===== src/rtl/mmpc_pkg.sv =====
package mmpc_pkg;

    localparam int MAP_SIDE        = 64;
    localparam int TILE_WORLD_SIZE = 64;
    localparam int MAP_DEPTH       = MAP_SIDE * MAP_SIDE;
    localparam int MAP_AW          = $clog2(MAP_DEPTH);
    localparam int PLAYER_RADIUS   = 4;

    // Divider operand widths: an interior offset from the panel centre has a
    // magnitude of at most 1024.
    localparam int DIV_MAG_W = 11;
    localparam int DIV_DEN_W = 7;
    localparam int DIV_Q_W   = 12;
    localparam int DIV_CNT_W = $clog2(DIV_MAG_W);

    localparam logic [2:0] CLS_OUTSIDE    = 3'd0;
    localparam logic [2:0] CLS_BORDER     = 3'd1;
    localparam logic [2:0] CLS_BACKGROUND = 3'd2;
    localparam logic [2:0] CLS_WALL       = 3'd3;
    localparam logic [2:0] CLS_PLAYER     = 3'd6;

    localparam logic [1:0] KIND_OTHER = 2'd0;

    localparam logic REQ_WRITE = 1'b0;

    localparam logic [2:0] REG_ORIGIN_X     = 3'd0;
    localparam logic [2:0] REG_ORIGIN_Y     = 3'd1;
    localparam logic [2:0] REG_PANEL_SIZE   = 3'd2;
    localparam logic [2:0] REG_BORDER_WIDTH = 3'd3;
    localparam logic [2:0] REG_TILE_PX      = 3'd4;
    localparam logic [2:0] REG_VIEW_RAD     = 3'd5;
    localparam logic [2:0] REG_MAP_WIDTH    = 3'd6;
    localparam logic [2:0] REG_MAP_HEIGHT   = 3'd7;

    typedef logic [MAP_AW-1:0] t_map_addr;

endpackage


===== src/rtl/mmpc_fdiv.sv =====
module mmpc_fdiv (
    input  logic                                 i_clk,
    input  logic                                 i_rst_n,
    input  logic                                 i_start,
    input  logic signed [mmpc_pkg::DIV_Q_W-1:0]  i_num,
    input  logic [mmpc_pkg::DIV_DEN_W-1:0]       i_den,
    output logic                                 o_done,
    output logic signed [mmpc_pkg::DIV_Q_W-1:0]  o_quot
);

    logic                               r_busy;
    logic                               r_done;
    logic [mmpc_pkg::DIV_CNT_W-1:0]     r_cnt;
    logic                               r_neg;
    logic [mmpc_pkg::DIV_DEN_W-1:0]     r_den;
    logic [mmpc_pkg::DIV_MAG_W-1:0]     r_num;
    logic [mmpc_pkg::DIV_DEN_W-1:0]     r_rem;

    logic [mmpc_pkg::DIV_Q_W-1:0]       w_abs;
    logic [mmpc_pkg::DIV_DEN_W:0]       w_trial;
    logic                               w_ge;
    logic [mmpc_pkg::DIV_DEN_W:0]       w_diff;
    logic [mmpc_pkg::DIV_DEN_W-1:0]     n_rem;
    logic [mmpc_pkg::DIV_Q_W-1:0]       w_qmag;

    assign w_abs   = i_num[mmpc_pkg::DIV_Q_W-1] ? (-i_num) : i_num;
    assign w_trial = {r_rem, r_num[mmpc_pkg::DIV_MAG_W-1]};
    assign w_ge    = w_trial >= {1'b0, r_den};
    assign w_diff  = w_trial - {1'b0, r_den};
    assign n_rem   = w_ge ? w_diff[mmpc_pkg::DIV_DEN_W-1:0]
                          : w_trial[mmpc_pkg::DIV_DEN_W-1:0];

    always_ff @(posedge i_clk) begin
        if (!i_rst_n) begin
            r_busy <= 1'b0;
            r_done <= 1'b0;
            r_cnt  <= '0;
        end else begin
            r_done <= 1'b0;
            if (i_start) begin
                r_busy <= 1'b1;
                r_cnt  <= '0;
            end else if (r_busy) begin
                r_cnt <= r_cnt + 1'b1;
                if (r_cnt == mmpc_pkg::DIV_CNT_W'(mmpc_pkg::DIV_MAG_W - 1)) begin
                    r_busy <= 1'b0;
                    r_done <= 1'b1;
                end
            end
        end
    end

    always_ff @(posedge i_clk) begin
        if (i_start) begin
            r_neg <= i_num[mmpc_pkg::DIV_Q_W-1];
            r_den <= i_den;
            r_num <= w_abs[mmpc_pkg::DIV_MAG_W-1:0];
            r_rem <= '0;
        end else if (r_busy) begin
            r_num <= {r_num[mmpc_pkg::DIV_MAG_W-2:0], w_ge};
            r_rem <= n_rem;
        end
    end

    // Floor division: a negative dividend with a remainder rounds one further down.
    assign w_qmag = {1'b0, r_num} + mmpc_pkg::DIV_Q_W'(r_neg && (r_rem != '0));
    assign o_quot = r_neg ? $signed(-w_qmag) : $signed(w_qmag);
    assign o_done = r_done;

endmodule


===== config.mk =====
export PLATFORM = sky130hd
export DESIGN_NAME = mmpc_fdiv
export DESIGN_NICKNAME = d
export VERILOG_FILES = /design/src/rtl/mmpc_pkg.sv /design/src/rtl/mmpc_fdiv.sv
export SDC_FILE = /design/constraint.sdc
export NUM_CORES = 1
export LEC_CHECK = 0
export BUFFER_PORTS_ARGS = -buffer_cell sky130_fd_sc_hd__buf_4
export CAP_MARGIN = 20
export CORE_ASPECT_RATIO = 0.8
export CORE_MARGIN = 1
export CORE_UTILIZATION = 60
export CTS_BUF_LIST = sky130_fd_sc_hd__clkbuf_4
export CTS_CLUSTER_SIZE = 30
export DETAILED_ROUTE_END_ITERATION = 10
export GPL_TIMING_DRIVEN = 0
export PLACE_DENSITY = 0.83
export SKIP_LAST_GASP = 1
export SYNTH_ARGS = -nofsm -noshare
export SYNTH_HDL_FRONTEND = slang
export SYNTH_SLANG_ARGS = --single-unit
export TNS_END_PERCENT = 1

===== constraint.sdc =====
create_clock -name i_clk -period 7.64 [get_ports i_clk]
set_input_delay 1.528 -clock i_clk [delete_from_list [all_inputs] [get_ports i_clk]]
set_output_delay 1.528 -clock i_clk [all_outputs]
set_load 0.02 [all_outputs]

==> metrics.csv <==
metric,value,unit
die-height,58.94,um
grt_overflow,0,
syn_avg_cell_area,8.873,um2
wire_per_inst,13.70,um
setup_slack,2.650,ns
crit_chain,clkbuf_1 -> a21boi_0 -> ha_1 -> ha_1 -> nand3_1 -> nor3b_1 -> o311ai_0 -> o21ai_0 -> xnor2_1 -> buf_4,
top_layer,met4,
crit_buf_inv,2,
num-fill-cells,307,
startpoint,r_neg$_DFFE_PP_,
drv_cap,0,
critPathLaunchType,flop,
syn_inst,274,
cts_sinks,32,
via_per_inst,5.658,
first_pass_iters,4,
r2r-end,r_rem[6]$_SDFFE_PP0P_,
synthFlopType,edfxtp_1,
cpMostUsedCell,ha_1,
ir_drop,0.1026,mV
fmax,200.4,MHz
setup_tns,0,ns
grt_antenna_before_repair,0,
synth_fp_nets,311,
core,3829,um2
first_global_vias,1806,
drtAntennaViolNets,0,
gp_congestion,0.8364,
die_x,73.17,um
endpoint,o_quot[10],
relSlewSlack,65.72,%
gr-usage-all-layers,26.20,%
hold_viol_final,0,
grt_pass1_wl,8404,um
critPathTopFamily,compound AO/OA/AOI/OAI gates,
postCtsSetupBuffers,0,
diodes,0,
endpoint_kind,output pin,
dieArea,4312,um2
numPortBuffers,34,
grt_max_degree,12,
cp.arrival,3.46,ns
start_util,63.50,%
min_path_type,flop to flop,
routed_wirelength,5082,um
cts_tree,built,
r2r_start,r_num[10]$_DFFE_PP_,
wl_met3,353,um
root_buffer,clkbuf_4,
layout-drive-gt1-share,18.67,%
dp_hpwl,3891,um
synth_edf_count,19,
power_density,188.1,nW/um2
cts_resized,0,
drt_iter0_markers,168,
worstSetupPathDepth,10,
worst_pin_slew,0.5077,ns
final_cell_mix,"34 x buf_4, 27 x nor2_1, 20 x inv_1",
drv_slew,0,
netlist_area,2431,um2
ys_types,59,
rrSetupSlack,5.00,ns
skew,0.01518,ns
clock_path_buffers,2,
wl_met2,2245,um
cp_slowest_cell,edfxtp_1,
synth_seq_cells,32,
cp_max_fo,10,
htree_levels,2,
final.min_clock_period,4.990,ns
cts_buffers,5,
rsz0062_at_grt,false,
place_ws,3.056,ns
cp.required,6.11,ns
wl_met1,2405,um
clkTransAtPathRegs,0.11,ns
postCtsHoldBufs,0,
async_flop_share,0,%
reg2regPathDepth,10,
num_rows,20,
setup_viol,0,
ioPinCount,35,
clk_latency,0.35,ns
yosysWarnings,0,
fin_crit_sh,65.32,%
drc,0,
area_delta_synth_final,16.62,%
p_leak,0.001153,uW
path_class,flop to output pin,
ys_seq_area_share,34.17,%
routed-via-count,2099,
slowest_delay,0.52,ns
layout_commonest_cell,buf_4,
fin_nets,352,
outcome,"complete, no violations",
==> metal layers <==
metal / GRT usage [%] / vias up
li1: - / 1062
met1: 37.51 / 949
met2: 39.42 / 78
met3: 6.678 / 10
met4: 7.003 / 0
met5: 0 / -
==> stage by stage <==
stage	util, %	instances	area [um2]	total power, uW	hold WS (ns)
floorplan	-	274	2431	342.9	0.4776
global placement	71.96	363	2755	398.0	0.4983
detailed placement	71.96	363	2755	403.4	0.5016
CTS	74.05	371	2835	532.5	0.5258
global route	74.05	371	2835	563.7	0.5654
finish	74.05	371	2835	533.3	0.5192
==> power by group <==
group / internal, uW / total, uW / switching [uW] / leakage (uW)
combinational: 84.7 / 190 / 105 / 0.000820
clock: 68.1 / 132 / 63.4 / 0.0000412
sequential: 199 / 212 / 12.7 / 0.000292
==> synth_stat cells (all sizes together), types with 4 or more instances <==
master / instances / area share, %
nand4: 4 / 1.0
a21oi: 16 / 3.3
ha: 14 / 7.2
nor3b: 4 / 1.2
xnor2: 16 / 5.8
nand2: 19 / 2.9
nand3: 14 / 3.1
buf: 7 / 2.1
dfxtp: 13 / 11
o31ai: 5 / 1.7
edfxtp: 19 / 23
nor3: 8 / 1.9
inv: 20 / 3.1
xor2: 16 / 5.8
nor2b: 5 / 1.3
clkbuf: 6 / 1.4
nor2: 27 / 4.2
o21ai: 16 / 3.3
==> state kept, by name (all words and copies together), names as in the netlist <==
register / cells
r_rem: 7
o_done: 1
r_cnt: 4
r_busy: 1
r_num: 11
r_neg: 1
r_den: 7
==> cell type report <==
cell class / instances / area, um2 / area share, %
Multi-Input combinational cell: 208 / 1430 / 50.44
Sequential cell: 32 / 830.8 / 29.30
Timing Repair Buffer: 34 / 255.2 / 9.003
Buffer: 14 / 95.09 / 3.354
Inverter: 20 / 75.07 / 2.648
Tap cell: 55 / 68.82 / 2.427
Clock inverter: 3 / 42.54 / 1.500
Clock buffer: 5 / 37.54 / 1.324
==> worst min-delay path by stage <==
stage                                startpoint                    end  slack (ns)  depth (start not counted)
after floorplan           r_cnt[3]$_SDFFE_PP0P_      o_done$_SDFF_PP0_        0.48                          2
after global placement    r_cnt[3]$_SDFFE_PP0P_  r_cnt[3]$_SDFFE_PP0P_        0.50                          2
after detailed placement  r_cnt[3]$_SDFFE_PP0P_      o_done$_SDFF_PP0_        0.50                          2
after CTS                 r_cnt[3]$_SDFFE_PP0P_      o_done$_SDFF_PP0_        0.53                          2
after global routing      r_cnt[3]$_SDFFE_PP0P_  r_cnt[3]$_SDFFE_PP0P_        0.57                          2
final                     r_cnt[3]$_SDFFE_PP0P_      o_done$_SDFF_PP0_        0.52                          2
==> tightest hold or removal path, stage by stage (launching register included) <==
cell      delay (ns)
dfxtp_1         0.34
nand3b_1        0.10
nor3_1          0.05
==> logic make-up (layout without fill, tap and decap cells) <==
kind of cell	Yosys count	in the layout	share of synthesized area (%)
xor gates and xnor gates	32	32	11.53
muxes	3	3	1.441
DFF	32	32	34.17
and+or+nand+nor	98	98	20.90
adders and majority gates	15	15	8.029
buffers and inverters	34	76	6.999
AOI/OAI and AO/OA	60	60	16.93
Note: power is estimated with default switching activity, not from simulation.
